`src/sv/bsc_pkg.sv`:
```
`timescale 1ns / 1ps
package bsc_pkg;

    localparam int MAX_PROCS = 8;
    localparam int MAX_RES   = 4;

    localparam int PROC_W    = 3;   // process index
    localparam int RES_W     = 2;   // resource index
    localparam int NPROC_W   = 4;   // process count, 0..15 as written
    localparam int NRES_W    = 3;   // resource count, 0..7 as written
    localparam int VAL_W     = 16;  // instance counts
    localparam int NEED_W    = 17;  // signed need
    localparam int WORK_W    = 20;  // working availability, avail plus all allocations
    localparam int CMP_W     = 21;  // signed compare width
    localparam int KIND_W    = 2;
    localparam int STATUS_W  = 3;
    localparam int CFG_IDX_W = 3;
    localparam int CFG_DATA_W = 16;

    localparam logic [KIND_W-1:0] KIND_LOAD  = 2'd0;
    localparam logic [KIND_W-1:0] KIND_CHECK = 2'd1;
    localparam logic [KIND_W-1:0] KIND_REQ   = 2'd2;

    localparam logic [STATUS_W-1:0] ST_LOADED  = 3'd0;
    localparam logic [STATUS_W-1:0] ST_SAFE    = 3'd1;
    localparam logic [STATUS_W-1:0] ST_UNSAFE  = 3'd2;
    localparam logic [STATUS_W-1:0] ST_EXCEEDS = 3'd3;
    localparam logic [STATUS_W-1:0] ST_NOAVAIL = 3'd4;

    localparam logic [CFG_IDX_W-1:0] CFG_NPROC  = 3'd0;
    localparam logic [CFG_IDX_W-1:0] CFG_NRES   = 3'd1;
    localparam logic [CFG_IDX_W-1:0] CFG_AVAIL0 = 3'd2;
    localparam logic [CFG_IDX_W-1:0] CFG_AVAIL1 = 3'd3;
    localparam logic [CFG_IDX_W-1:0] CFG_AVAIL2 = 3'd4;
    localparam logic [CFG_IDX_W-1:0] CFG_AVAIL3 = 3'd5;

    typedef struct packed {
        logic                accept;
        logic                load_wr;
        logic                init;
        logic                scan;
        logic                out_load;
        logic [STATUS_W-1:0] out_status;
        logic                emit_adv;
    } bsc_cmd_t;

    typedef struct packed {
        logic req_exceeds;
        logic req_noavail;
        logic scan_safe;
        logic scan_unsafe;
        logic out_free;
        logic emit_last;
    } bsc_stat_t;

endpackage

```
`src/sv/bsc_ctrl.sv`:
```
`timescale 1ns / 1ps
module bsc_ctrl (
    input  logic                        aclk,
    input  logic                        aresetn,
    input  logic                        s_valid,
    output logic                        s_ready,
    input  logic [bsc_pkg::KIND_W-1:0]  s_kind,
    output bsc_pkg::bsc_cmd_t           cmd,
    input  bsc_pkg::bsc_stat_t          stat
);
    import bsc_pkg::*;

    localparam logic [2:0] S_IDLE    = 3'd0;
    localparam logic [2:0] S_REQ_RD  = 3'd1;
    localparam logic [2:0] S_REQ_CHK = 3'd2;
    localparam logic [2:0] S_INIT    = 3'd3;
    localparam logic [2:0] S_SCAN    = 3'd4;
    localparam logic [2:0] S_EMIT    = 3'd5;

    logic [2:0]          state_reg, state_next;
    logic [STATUS_W-1:0] status_reg, status_next;
    logic                accept;

    assign s_ready = (state_reg == S_IDLE);
    assign accept  = s_valid && s_ready;

    always_comb begin
        state_next     = state_reg;
        status_next    = status_reg;
        cmd            = '0;
        cmd.accept     = accept;
        cmd.out_status = status_reg;
        case (state_reg)
            S_IDLE: begin
                if (accept) begin
                    case (s_kind)
                        KIND_LOAD: begin
                            cmd.load_wr = 1'b1;
                            status_next = ST_LOADED;
                            state_next  = S_EMIT;
                        end
                        KIND_CHECK: state_next = S_INIT;
                        KIND_REQ:   state_next = S_REQ_RD;
                        default:    state_next = S_IDLE;
                    endcase
                end
            end
            S_REQ_RD: state_next = S_REQ_CHK;
            S_REQ_CHK: begin
                if (stat.req_exceeds) begin
                    status_next = ST_EXCEEDS;
                    state_next  = S_EMIT;
                end else if (stat.req_noavail) begin
                    status_next = ST_NOAVAIL;
                    state_next  = S_EMIT;
                end else begin
                    state_next = S_INIT;
                end
            end
            S_INIT: begin
                cmd.init   = 1'b1;
                state_next = S_SCAN;
            end
            S_SCAN: begin
                cmd.scan = 1'b1;
                if (stat.scan_safe) begin
                    status_next = ST_SAFE;
                    state_next  = S_EMIT;
                end else if (stat.scan_unsafe) begin
                    status_next = ST_UNSAFE;
                    state_next  = S_EMIT;
                end
            end
            S_EMIT: begin
                if (stat.out_free) begin
                    cmd.out_load = 1'b1;
                    if (stat.emit_last) begin
                        state_next = S_IDLE;
                    end else begin
                        cmd.emit_adv = 1'b1;
                    end
                end
            end
            default: state_next = S_IDLE;
        endcase
    end

    always_ff @(posedge aclk) begin
        if (!aresetn) begin
            state_reg  <= S_IDLE;
            status_reg <= ST_LOADED;
        end else begin
            state_reg  <= state_next;
            status_reg <= status_next;
        end
    end

    a_scan_after_init: assert property (@(posedge aclk) disable iff (!aresetn)
        (state_reg == S_SCAN && $past(state_reg) != S_SCAN) |-> $past(state_reg) == S_INIT)
        else $error("scan started without init");

    a_load_when_free: assert property (@(posedge aclk) disable iff (!aresetn)
        cmd.out_load |-> stat.out_free)
        else $error("result word loaded over a pending word");

    a_req_chk_from_rd: assert property (@(posedge aclk) disable iff (!aresetn)
        (state_reg == S_REQ_CHK) |-> $past(state_reg) == S_REQ_RD)
        else $error("request check without table read");

endmodule

```
`src/sv/bsc_datapath.sv`:
```
`timescale 1ns / 1ps
module bsc_datapath (
    input  logic                            aclk,
    input  logic                            aresetn,
    input  bsc_pkg::bsc_cmd_t               cmd,
    output bsc_pkg::bsc_stat_t              stat,
    input  logic [bsc_pkg::KIND_W-1:0]      s_kind,
    input  logic [bsc_pkg::PROC_W-1:0]      s_proc_id,
    input  logic [bsc_pkg::RES_W-1:0]       s_res_index,
    input  logic [bsc_pkg::VAL_W-1:0]       s_max_value,
    input  logic [bsc_pkg::VAL_W-1:0]       s_alloc_value,
    input  logic [bsc_pkg::VAL_W-1:0]       s_req_0,
    input  logic [bsc_pkg::VAL_W-1:0]       s_req_1,
    input  logic [bsc_pkg::VAL_W-1:0]       s_req_2,
    input  logic [bsc_pkg::VAL_W-1:0]       s_req_3,
    input  logic                            cfg_valid,
    output logic                            cfg_ready,
    input  logic [bsc_pkg::CFG_IDX_W-1:0]   cfg_index,
    input  logic [bsc_pkg::CFG_DATA_W-1:0]  cfg_data,
    output logic                            m_valid,
    input  logic                            m_ready,
    output logic [bsc_pkg::STATUS_W-1:0]    m_status,
    output logic [bsc_pkg::PROC_W-1:0]      m_seq_proc,
    output logic                            m_last
);
    import bsc_pkg::*;

    // configuration
    logic [NPROC_W-1:0] nproc_reg;
    logic [NRES_W-1:0]  nres_reg;
    logic [VAL_W-1:0]   avail_reg [MAX_RES];
    logic [NPROC_W-1:0] n_eff;
    logic [NRES_W-1:0]  m_eff;
    logic [MAX_RES-1:0] lane_on;

    // latched item
    logic [PROC_W-1:0]  pid_reg;
    logic               req_mode_reg;
    logic [VAL_W-1:0]   req_reg [MAX_RES];

    // tables, one row per process, one column per resource
    logic [VAL_W-1:0]          alloc_mem [MAX_RES][MAX_PROCS];
    logic signed [NEED_W-1:0]  need_mem  [MAX_RES][MAX_PROCS];
    logic [VAL_W-1:0]          rd_alloc  [MAX_RES];
    logic signed [NEED_W-1:0]  rd_need   [MAX_RES];
    logic [PROC_W-1:0]         rd_addr;

    // scan state
    logic [WORK_W-1:0]   work_reg [MAX_RES];
    logic [MAX_PROCS-1:0] finish_reg;
    logic [PROC_W-1:0]   seq_arr [MAX_PROCS];
    logic [NPROC_W-1:0]  done_reg;
    logic [NPROC_W-1:0]  stall_reg;
    logic [PROC_W-1:0]   idx_reg;
    logic [PROC_W-1:0]   idx_wrap;

    logic [PROC_W-1:0]   emit_idx_reg;

    logic m_valid_reg;
    logic [STATUS_W-1:0] m_status_reg;
    logic [PROC_W-1:0]   m_seq_reg;
    logic                m_last_reg;

    logic signed [CMP_W-1:0] need_eff [MAX_RES];
    logic [WORK_W-1:0]       alloc_add [MAX_RES];
    logic [MAX_RES-1:0]      lane_fit;
    logic [MAX_RES-1:0]      lane_exc;
    logic [MAX_RES-1:0]      lane_noav;
    logic                    overlay;
    logic                    visit_fit;
    logic                    is_safe;

    assign cfg_ready = 1'b1;

    always_comb begin
        if (nproc_reg == '0) begin
            n_eff = NPROC_W'(1);
        end else if (nproc_reg > NPROC_W'(MAX_PROCS)) begin
            n_eff = NPROC_W'(MAX_PROCS);
        end else begin
            n_eff = nproc_reg;
        end
        if (nres_reg == '0) begin
            m_eff = NRES_W'(1);
        end else if (nres_reg > NRES_W'(MAX_RES)) begin
            m_eff = NRES_W'(MAX_RES);
        end else begin
            m_eff = nres_reg;
        end
        for (int j = 0; j < MAX_RES; j++) begin
            lane_on[j] = (j < int'(m_eff));
        end
    end

    always_ff @(posedge aclk) begin
        if (!aresetn) begin
            nproc_reg <= NPROC_W'(MAX_PROCS);
            nres_reg  <= NRES_W'(MAX_RES);
            for (int j = 0; j < MAX_RES; j++) begin
                avail_reg[j] <= '0;
            end
        end else if (cfg_valid) begin
            case (cfg_index)
                CFG_NPROC:  nproc_reg    <= cfg_data[NPROC_W-1:0];
                CFG_NRES:   nres_reg     <= cfg_data[NRES_W-1:0];
                CFG_AVAIL0: avail_reg[0] <= cfg_data;
                CFG_AVAIL1: avail_reg[1] <= cfg_data;
                CFG_AVAIL2: avail_reg[2] <= cfg_data;
                CFG_AVAIL3: avail_reg[3] <= cfg_data;
                default: ;
            endcase
        end
    end

    always_ff @(posedge aclk) begin
        if (cmd.accept) begin
            pid_reg      <= s_proc_id;
            req_mode_reg <= (s_kind == KIND_REQ);
            req_reg[0]   <= s_req_0;
            req_reg[1]   <= s_req_1;
            req_reg[2]   <= s_req_2;
            req_reg[3]   <= s_req_3;
        end
    end

    // scan reads the row it will visit next, init reads row 0; otherwise the requesting row
    assign idx_wrap = (({1'b0, idx_reg} + 1'b1) == n_eff) ? '0 : idx_reg + 1'b1;

    always_comb begin
        if (cmd.scan) begin
            rd_addr = idx_wrap;
        end else if (cmd.init) begin
            rd_addr = '0;
        end else begin
            rd_addr = pid_reg;
        end
    end

    always_ff @(posedge aclk) begin
        if (cmd.load_wr) begin
            alloc_mem[s_res_index][s_proc_id] <= s_alloc_value;
            need_mem[s_res_index][s_proc_id]  <=
                $signed({1'b0, s_max_value}) - $signed({1'b0, s_alloc_value});
        end
        for (int j = 0; j < MAX_RES; j++) begin
            rd_alloc[j] <= alloc_mem[j][rd_addr];
            rd_need[j]  <= need_mem[j][rd_addr];
        end
    end

    // a pending request is applied on the fly to its own row, never written back
    always_comb begin
        overlay = req_mode_reg && (idx_reg == pid_reg);
        for (int j = 0; j < MAX_RES; j++) begin
            need_eff[j]  = CMP_W'(rd_need[j]);
            alloc_add[j] = WORK_W'(rd_alloc[j]);
            if (overlay && lane_on[j]) begin
                need_eff[j]  = need_eff[j] - $signed({{(CMP_W-VAL_W){1'b0}}, req_reg[j]});
                alloc_add[j] = alloc_add[j] + WORK_W'(req_reg[j]);
            end
            lane_fit[j]  = !lane_on[j] || (need_eff[j] <= $signed({1'b0, work_reg[j]}));
            lane_exc[j]  = lane_on[j] &&
                ($signed({{(CMP_W-VAL_W){1'b0}}, req_reg[j]}) > CMP_W'(rd_need[j]));
            lane_noav[j] = lane_on[j] && (req_reg[j] > avail_reg[j]);
        end
        visit_fit = !finish_reg[idx_reg] && (&lane_fit);
    end

    always_ff @(posedge aclk) begin
        if (!aresetn) begin
            idx_reg    <= '0;
            done_reg   <= '0;
            stall_reg  <= '0;
            finish_reg <= '0;
            for (int j = 0; j < MAX_RES; j++) begin
                work_reg[j] <= '0;
            end
        end else if (cmd.init) begin
            idx_reg    <= '0;
            done_reg   <= '0;
            stall_reg  <= '0;
            finish_reg <= '0;
            for (int j = 0; j < MAX_RES; j++) begin
                work_reg[j] <= WORK_W'(avail_reg[j]) -
                    ((req_mode_reg && lane_on[j]) ? WORK_W'(req_reg[j]) : '0);
            end
        end else if (cmd.scan) begin
            idx_reg <= idx_wrap;
            if (visit_fit) begin
                finish_reg[idx_reg]           <= 1'b1;
                seq_arr[done_reg[PROC_W-1:0]] <= idx_reg;
                done_reg                      <= done_reg + 1'b1;
                stall_reg                     <= '0;
                for (int j = 0; j < MAX_RES; j++) begin
                    if (lane_on[j]) begin
                        work_reg[j] <= work_reg[j] + alloc_add[j];
                    end
                end
            end else begin
                stall_reg <= stall_reg + 1'b1;
            end
        end
    end

    // result words
    assign is_safe = (cmd.out_status == ST_SAFE);

    always_ff @(posedge aclk) begin
        if (!aresetn) begin
            emit_idx_reg <= '0;
            m_valid_reg  <= 1'b0;
        end else begin
            if (cmd.accept) begin
                emit_idx_reg <= '0;
            end else if (cmd.emit_adv) begin
                emit_idx_reg <= emit_idx_reg + 1'b1;
            end
            if (cmd.out_load) begin
                m_valid_reg <= 1'b1;
            end else if (m_ready) begin
                m_valid_reg <= 1'b0;
            end
        end
    end

    always_ff @(posedge aclk) begin
        if (cmd.out_load) begin
            m_status_reg <= cmd.out_status;
            m_seq_reg    <= is_safe ? seq_arr[emit_idx_reg] : '0;
            m_last_reg   <= stat.emit_last;
        end
    end

    assign m_valid    = m_valid_reg;
    assign m_status   = m_status_reg;
    assign m_seq_proc = m_seq_reg;
    assign m_last     = m_last_reg;

    always_comb begin
        stat.req_exceeds = ({1'b0, pid_reg} >= n_eff) || (|lane_exc);
        stat.req_noavail = |lane_noav;
        stat.scan_safe   = visit_fit && ((done_reg + 1'b1) == n_eff);
        stat.scan_unsafe = !visit_fit && ((stall_reg + 1'b1) >= n_eff);
        stat.out_free    = !m_valid_reg || m_ready;
        stat.emit_last   = !is_safe || (({1'b0, emit_idx_reg} + 1'b1) == n_eff);
    end

    a_finish_count: assert property (@(posedge aclk) disable iff (!aresetn)
        $countones(finish_reg) == int'(done_reg))
        else $error("finished flags disagree with sequence length");

    a_scan_outcome: assert property (@(posedge aclk) disable iff (!aresetn)
        cmd.scan |-> !(stat.scan_safe && stat.scan_unsafe))
        else $error("scan both safe and unsafe");

    a_visit_clears_stall: assert property (@(posedge aclk) disable iff (!aresetn)
        (cmd.scan && visit_fit) |=> stall_reg == '0)
        else $error("stall count not cleared on progress");

endmodule

```
`src/sv/bankers_safety_check.sv`:
```
`timescale 1ns / 1ps
// Banker's deadlock-avoidance checker. Each input word is a table load, a safety
// check or a resource request; results come out as words on the m_ channel, a
// safe outcome as n words giving the safe sequence (last on the final one), every
// other outcome as a single word. A safety check runs an init step and then a
// round-robin scan of process visits (n to about n*n visits, at most
// 8 + 7*8 = 64 for n = 8), then its result words; a request first reads and checks
// its table row and, unless refused, then runs the same scan. The scan rate is set
// by the single table read port: one process row is read and compared across all
// resources in use per cycle. A request never modifies the tables; it is applied
// to the working copy during the scan only. Configuration writes are accepted
// every cycle and must be made while idle.
module bankers_safety_check (
    input  logic                            aclk,
    input  logic                            aresetn,
    input  logic                            s_valid,
    output logic                            s_ready,
    input  logic [bsc_pkg::KIND_W-1:0]      s_kind,
    input  logic [bsc_pkg::PROC_W-1:0]      s_proc_id,
    input  logic [bsc_pkg::RES_W-1:0]       s_res_index,
    input  logic [bsc_pkg::VAL_W-1:0]       s_max_value,
    input  logic [bsc_pkg::VAL_W-1:0]       s_alloc_value,
    input  logic [bsc_pkg::VAL_W-1:0]       s_req_0,
    input  logic [bsc_pkg::VAL_W-1:0]       s_req_1,
    input  logic [bsc_pkg::VAL_W-1:0]       s_req_2,
    input  logic [bsc_pkg::VAL_W-1:0]       s_req_3,
    input  logic                            cfg_valid,
    output logic                            cfg_ready,
    input  logic [bsc_pkg::CFG_IDX_W-1:0]   cfg_index,
    input  logic [bsc_pkg::CFG_DATA_W-1:0]  cfg_data,
    output logic                            m_valid,
    input  logic                            m_ready,
    output logic [bsc_pkg::STATUS_W-1:0]    m_status,
    output logic [bsc_pkg::PROC_W-1:0]      m_seq_proc,
    output logic                            m_last
);
    import bsc_pkg::*;

    bsc_cmd_t  cmd;
    bsc_stat_t stat;

    bsc_ctrl u_ctrl (
        .aclk    (aclk),
        .aresetn (aresetn),
        .s_valid (s_valid),
        .s_ready (s_ready),
        .s_kind  (s_kind),
        .cmd     (cmd),
        .stat    (stat)
    );

    bsc_datapath u_datapath (
        .aclk          (aclk),
        .aresetn       (aresetn),
        .cmd           (cmd),
        .stat          (stat),
        .s_kind        (s_kind),
        .s_proc_id     (s_proc_id),
        .s_res_index   (s_res_index),
        .s_max_value   (s_max_value),
        .s_alloc_value (s_alloc_value),
        .s_req_0       (s_req_0),
        .s_req_1       (s_req_1),
        .s_req_2       (s_req_2),
        .s_req_3       (s_req_3),
        .cfg_valid     (cfg_valid),
        .cfg_ready     (cfg_ready),
        .cfg_index     (cfg_index),
        .cfg_data      (cfg_data),
        .m_valid       (m_valid),
        .m_ready       (m_ready),
        .m_status      (m_status),
        .m_seq_proc    (m_seq_proc),
        .m_last        (m_last)
    );

endmodule

```
`config.mk`:
```
export PLATFORM = sky130hd
export DESIGN_NAME = bankers_safety_check
export DESIGN_NICKNAME = d
export VERILOG_FILES = /design/src/sv/bsc_pkg.sv /design/src/sv/bsc_ctrl.sv /design/src/sv/bsc_datapath.sv /design/src/sv/bankers_safety_check.sv
export SDC_FILE = /design/constraint.sdc
export NUM_CORES = 2
export LEC_CHECK = 0
export BUFFER_PORTS_ARGS = -buffer_cell sky130_fd_sc_hd__buf_4
export CAP_MARGIN = 10
export CORE_UTILIZATION = 58
export CTS_CLUSTER_DIAMETER = 60
export DETAILED_ROUTE_END_ITERATION = 8
export GPL_ROUTABILITY_DRIVEN = 0
export GPL_TIMING_DRIVEN = 0
export PLACE_DENSITY = 0.8
export SKIP_CTS_REPAIR_TIMING = 1
export SLEW_MARGIN = 20
export SYNTH_ARGS = -nofsm -noshare
export SYNTH_HDL_FRONTEND = slang
export SYNTH_HIERARCHICAL = 1
export SYNTH_SLANG_ARGS = --single-unit
```
`constraint.sdc`:
```
create_clock -name aclk -period 12.8 [get_ports aclk]
set_input_delay 1.28 -clock aclk [delete_from_list [all_inputs] [get_ports aclk]]
set_output_delay 1.28 -clock aclk [all_outputs]
set_load 0.1 [all_outputs]
```
Word level (Yosys, flattened, before mapping)
Memories as Yosys holds them, arrays and structs flattened. A register that Yosys moved wholly into a read port is not among the register bits. Index checks and enable logic that the tools add are counted.

Div/mod/pow operators: 0. Equal/unequal tests: 23. Magnitude comparators: 25. Bitwise operators: 16. Multipliers: 0. Reduce and logical (&&, ||, !) cells: 56. Add/subtract/negate cells: 23. Shift-type cells: 0. Multiplexer cells: 146.

Operators by type and width (number): $mux W16 (17); $mux W20 (12); $bmux W17 S3 (4); $bmux W16 S3 (4); $mux W17 (9); $mux W136 (1); $mux W128 (1); $le A21 B21 Y1 (4); $mux W21 (4); $add A20 B20 Y20 (4); $sub A16 B20 Y20 (4); $sub A17 B17 Y18 (4); $add A16 B16 Y17 (4); $gt A17 B17 Y1 (4); $mux W1 (66); $gt A16 B16 Y1 (4); $mux W3 (18); $demux W17 S3 (1); $demux W16 S3 (1); $logic_and A1 B1 Y1 (23); $pmux W3 S3 (2); $pmux W3 S6 (1); $sub A16 B16 Y17 (1); $eq A3 B2 Y1 const B (4); 40 further kinds (92).

Bits of input ports: 127. Output and inout bits: 10. RAM bits: 1420. Flip-flop bits (word level): 44. Latch bits: 0. Bits in read-only memories: 0. Memories kept: 8.

Memory list: u_datapath.need_mem (words 4, bits a word 136, rd ports 4, clocked after Yosys merged registers in 0, write ports 1, line bsc_datapath.sv:43) `logic signed [NEED_W-1:0] need_mem [MAX_RES][MAX_PROCS];`; u_datapath.alloc_mem (words 4, bits a word 128, rd ports 4, clocked after Yosys merged registers in 0, write ports 1, line bsc_datapath.sv:42) `logic [VAL_W-1:0] alloc_mem [MAX_RES][MAX_PROCS];`; u_datapath.work_reg (words 4, bits a word 20, rd ports 4, clocked after Yosys merged registers in 0, write ports 4, line bsc_datapath.sv:49) `logic [WORK_W-1:0] work_reg [MAX_RES];`; u_datapath.rd_need (words 4, bits a word 17, rd ports 4, clocked after Yosys merged registers in 0, write ports 4, line bsc_datapath.sv:45) `logic signed [NEED_W-1:0] rd_need [MAX_RES];`; u_datapath.avail_reg (words 4, bits a word 16, rd ports 4, clocked after Yosys merged registers in 0, write ports 4, line bsc_datapath.sv:31) `logic [VAL_W-1:0] avail_reg [MAX_RES];`; u_datapath.rd_alloc (words 4, bits a word 16, rd ports 4, clocked after Yosys merged registers in 0, write ports 4, line bsc_datapath.sv:44) `logic [VAL_W-1:0] rd_alloc [MAX_RES];`; 2 more memories.

Longest topological paths before layout
Depth after elaboration: 16. Mapped depth: 27. Gate-level depth less buffers: 25.

Hierarchy
The synthesis kept the hierarchy.

By module, submodules not included: bsc_datapath (area an instance 72189.2 um2, times used 1, cells each 6302, seq. area each 42250.5 um2); bsc_ctrl (area an instance 451.7 um2, times used 1, cells each 56, seq. area each 120.1 um2).

Worst setup path before layout
Ideal clock, no wire load.

Kind: reg2reg. Start: mem u_datapath.req_reg[3][0]. End: mem u_datapath.work_reg[2][0], enable pin. Cell stages (with the launch flop): 23. Data required time: 12.375 ns. Data arrival time: 5.722 ns. Setup slack: 6.653 ns. Path buffers: 1. Cell sequence: edfxtp_1 > ha_1 > fa_1 > nor2b_1 > o21ai_0 > a21oi_1 > o21ai_0 > a21oi_1 > a21o_1 > a21oi_1 > or4b_2 > nand3_1 > ha_1 > a21o_1 > a21o_1 > a211o_1 > a211oi_1 > a21oi_1 > o21ai_1 > and4_4 > buf_6 > nand2_1 > o21ai_0.

RTL lines: start, declared (line bsc_datapath.sv:39) `logic [VAL_W-1:0] req_reg [MAX_RES];`; end, declared (line bsc_datapath.sv:49).

==> metrics.log <==
[metrics] post-detail-place hpwl: about 150000 um
[metrics] endpoints failing setup: 0
[metrics] top flip-flop cell by instance count after synthesis: sky130_fd_sc_hd__edfxtp_1
[metrics] total CTS buffers: 150
[metrics] Avg Synthesized Cell Area: 11.43 um^2
[metrics] launching instance or port of the critical path: u_datapath/idx_reg[1]
[metrics] maximum number of pins on one net before global-route repair: 70
[metrics] area share of and/or/nand/nor cells after synthesis: 0.1416
[metrics] number of maximum-capacitance constraint violations: 0
[metrics] worst min-delay path startpoint: u_ctrl/status_reg[1]
[metrics] commonest cells after routing, fill and taps aside: sky130_fd_sc_hd__edfxtp_1, sky130_fd_sc_hd__nand2_1, sky130_fd_sc_hd__ha_1
[metrics] worst setup slack after layout: around 5.4 ns
[metrics] maximum resistive drop on vdd: ~0.17 mV
[metrics] Async S/R FF share, synth: 0
[metrics] ratio of final minimum period to clock period: 0.5793
[metrics] Clock Path Buffers: 3
[metrics] fraction of layout instances using a drive strength above 1: 0.09720
[metrics] type of the worst min-delay path: flip-flop to flip-flop
[metrics] post-synthesis instance area: 72640 um^2
[metrics] vias per cell: between 6 and 7
[metrics] clock tree from TritonCTS: yes
[metrics] skew final: ~0.047 ns
[metrics] Top-Level Pins: between 100 and 150
[metrics] unrepaired setup endpoints after global routing: false
[metrics] flip-flop and latch count after synthesis: 1467
[metrics] placeable core region: 124000 um^2
[metrics] Post-Route Hold Slack: between 0.4 and 0.5 ns
[metrics] starting density of the core: 0.5860
[metrics] data arrival at the endpoint of the critical path: around 8.1 ns
[metrics] Cell Count, Final, Fillers Out: 8474
[metrics] post-synthesis net count: between 6k and 7k
[metrics] slew at the pin closest to its max-slew limit: 1.247 ns
[metrics] Max-Slew Margin vs Limit: 0.1598
[metrics] final-report hold violation count: 0
[metrics] endpoint class of the critical path: flip-flop
[metrics] clock slew seen by the registers of the worst setup and hold paths: about 0.060 ns
[metrics] TNS Setup: 0 ns
[metrics] via count of the first global-routing pass: about 53k
[metrics] routed len/inst: 25.79 um
[metrics] shortest period the worst path allows: around 7.4 ns
[metrics] number of placed instances, taps included: a little over 8k
[metrics] Seq/Total Area, Yosys: 0.5833
[metrics] Overflow after GRT: 0
[metrics] R2R Path Start: u_datapath/idx_reg[1]
[metrics] Clk Tree Root Cell: sky130_fd_sc_hd__clkbuf_16
[metrics] total clock sinks: ~1.5k
[metrics] count of warnings emitted by yosys: 6
[metrics] minimum setup slack after placement: 5.645 ns
[metrics] utilization after layout: 0.6635
[metrics] wirelength, routed: 218600 um
[metrics] final net count: 7286
[metrics] antenna violations before repair: 21
[metrics] post-synthesis cell count: around 6.4k
[metrics] synthesis-to-layout area growth: 13.23%
[metrics] Clk Latency, worst-skew pair: between 0.8 and 0.9 ns
[metrics] Pre-Repair DR Iteration Count: 9
[metrics] startpoint type of the worst setup path: flip-flop
[metrics] cell row count: 129
[metrics] combined global-route utilization of all metal layers: 0.3413
[metrics] most common library cell in the layout ignoring fill and taps: sky130_fd_sc_hd__edfxtp_1
[metrics] First DRT Iteration DRCs: between 7k and 8k
[metrics] Critical Path Fanout Max: 11
[metrics] first-pass GRT wire length: between 300000 and 400000 um
[metrics] H-tree depth: 4
[metrics] startpoint-to-endpoint class of the critical path: flip-flop to flip-flop
[metrics] compound-gate portion of the synthesized area: 0.1278
[metrics] full die area: 126700 um^2
[metrics] count of flip-flops with a built-in enable after synthesis: 1299
[metrics] number of distinct standard cells referenced by the synthesized netlist: slightly above 100
[metrics] adder-cell area share of the yosys netlist: 0.07961
[metrics] share of synthesized area spent on multiplexers: 0.005288
[metrics] post-route ant nets: 0
[metrics] Crit path required time: 13.47 ns
[metrics] count of vias placed by the detailed router: between 50k and 60k
[metrics] quantity of I/O buffers inserted on ports: 135
[metrics] Pins Over Slew Limit: 0
[metrics] status: finished, violations left
[metrics] violations in the final reports: DRC
[metrics] residual DRC count: 30
[metrics] x dimension of the die: between 300 and 400 um
[metrics] fill cell total of the finished layout: around 8.7k
[metrics] fmax: approximately 130 MHz
[metrics] die height: approximately 360 um
[metrics] ratio of total power to cell area: 191.7 nW/um^2
[metrics] number of flip-flops in the largest register: between 500 and 600
[metrics] main combinational cell family by area after synthesis: simple AND/OR/NAND/NOR gates
[metrics] Leakage Power: 30.92 nW
[metrics] share of the synthesized netlist area taken by xor and xnor gates: 0.02825
per-stage QoR:
stage,total power [mW],instance area [um^2]
after floorplan,9.514,72640
after global placement,10.98,75700
after detailed placement,11.25,77310
after CTS,15.61,82230
after global routing,16.42,82240
final,15.77,82250
cell usage after synthesis, types with 11 or more instances:
library cell,n,area [um^2]
sky130_fd_sc_hd__edfxtp_1,1299,39010
sky130_fd_sc_hd__o211ai_1,20,150.1
sky130_fd_sc_hd__nand2b_1,46,287.8
sky130_fd_sc_hd__a21o_1,96,720.7
sky130_fd_sc_hd__nor2b_1,174,1089
sky130_fd_sc_hd__and3_1,20,125.1
sky130_fd_sc_hd__a41oi_1,11,96.34
sky130_fd_sc_hd__a31oi_1,23,143.9
sky130_fd_sc_hd__a21oi_1,214,1071
sky130_fd_sc_hd__mux2i_1,17,170.2
sky130_fd_sc_hd__a311oi_1,140,1226
sky130_fd_sc_hd__a31o_1,132,1156
sky130_fd_sc_hd__clkbuf_1,150,563.0
sky130_fd_sc_hd__a211oi_1,169,1269
sky130_fd_sc_hd__a31o_2,13,113.9
sky130_fd_sc_hd__nand4_1,38,237.7
sky130_fd_sc_hd__ha_1,435,5443
sky130_fd_sc_hd__or3_1,34,212.7
sky130_fd_sc_hd__a211o_1,11,96.34
sky130_fd_sc_hd__o21ai_0,240,1201
sky130_fd_sc_hd__nor2_1,231,867.1
sky130_fd_sc_hd__a2111oi_0,18,157.7
sky130_fd_sc_hd__nand2_1,1129,4238
sky130_fd_sc_hd__nor3b_1,16,120.1
sky130_fd_sc_hd__o21ai_1,16,80.08
sky130_fd_sc_hd__dfxtp_1,168,3363
sky130_fd_sc_hd__a21boi_0,15,112.6
sky130_fd_sc_hd__o31ai_1,28,210.2
sky130_fd_sc_hd__nor3_1,66,330.3
sky130_fd_sc_hd__inv_1,326,1224
sky130_fd_sc_hd__buf_2,103,515.5
sky130_fd_sc_hd__o21bai_1,22,165.2
sky130_fd_sc_hd__nand3_1,336,1682
sky130_fd_sc_hd__o21a_1,32,240.2
sky130_fd_sc_hd__and2_1,79,494.2
sky130_fd_sc_hd__xor2_1,99,867.1
sky130_fd_sc_hd__xnor2_1,129,1130
sky130_fd_sc_hd__o22ai_1,46,287.8
sky130_fd_sc_hd__fa_1,17,340.3
sky130_fd_sc_hd__buf_1,21,78.83
logic make-up after synthesis:
| kind of cell | Yosys count |
|---|---|
| xor gates and xnor gates | 230 |
| adders and majority gates | 452 |
| AOI/OAI and AO/OA | 1331 |
| muxes | 30 |
| buffers and inverters | 612 |
| other | 1 |
| DFF | 1467 |
| and+or+nand+nor | 2235 |
power by group:
part	internal, mW	switching, mW
registers	5.60	0.335
logic	1.99	3.49
clock network	2.47	1.89
total	10.1	5.71
final timing paths:
| check | cells after the start | slack (ns) | end |
|---|---|---|---|
| worst max-delay path | 18 | 5.38 | u_ctrl/status_reg[0] |
| worst min-delay path | 0 | 0.46 | u_datapath/m_status[1] |
| worst max register to register | 18 | 5.38 | u_ctrl/status_reg[0] |
| worst min register to register | 0 | 0.46 | u_datapath/m_status[1] |
metal layers:
layer  vias to the layer above  global-route usage  share of wire
met4                        24              0.2284          0.074
met2                      3561              0.5263           0.45
met5                         -                   0         0.0011
met1                     26418              0.4357           0.36
met3                       700             0.07206           0.12
li1                      24145                   -              -
worst max-delay path, cell delays in order (launching register included):
cell                        delay (ns)
sky130_fd_sc_hd__dfxtp_1          0.58
sky130_fd_sc_hd__buf_2            0.36
sky130_fd_sc_hd__xnor2_4          0.17
sky130_fd_sc_hd__nand4_1          0.92
sky130_fd_sc_hd__nor2_1           1.02
sky130_fd_sc_hd__mux2_2           0.44
sky130_fd_sc_hd__ha_1             0.31
sky130_fd_sc_hd__a21o_1           0.19
sky130_fd_sc_hd__nand3_1          0.08
sky130_fd_sc_hd__a21oi_1          0.07
sky130_fd_sc_hd__a2111oi_0        0.39
sky130_fd_sc_hd__o31a_1           0.17
sky130_fd_sc_hd__a311o_1          0.50
sky130_fd_sc_hd__nand4_2          0.33
sky130_fd_sc_hd__a2111oi_0        0.88
sky130_fd_sc_hd__nor2_1           0.17
sky130_fd_sc_hd__a211oi_2         0.33
sky130_fd_sc_hd__nand2_2          0.12
sky130_fd_sc_hd__a32o_2           0.27
cell type report:
cell class	instances	area, um^2	share of cell area
multi-input cells	4279	28230	0.3432
diodes	6	15.01	0.0001825
well taps	1637	2048	0.02490
inverters	327	1227	0.01492
repair buffers	197	2178	0.02648
clock buffers	206	4200	0.05107
clock inverters	70	720.7	0.008762
flip-flops and latches	1467	42370	0.5151
plain buffers	285	1264	0.01536
No activity file was read; power rests on OpenSTA's default activity.
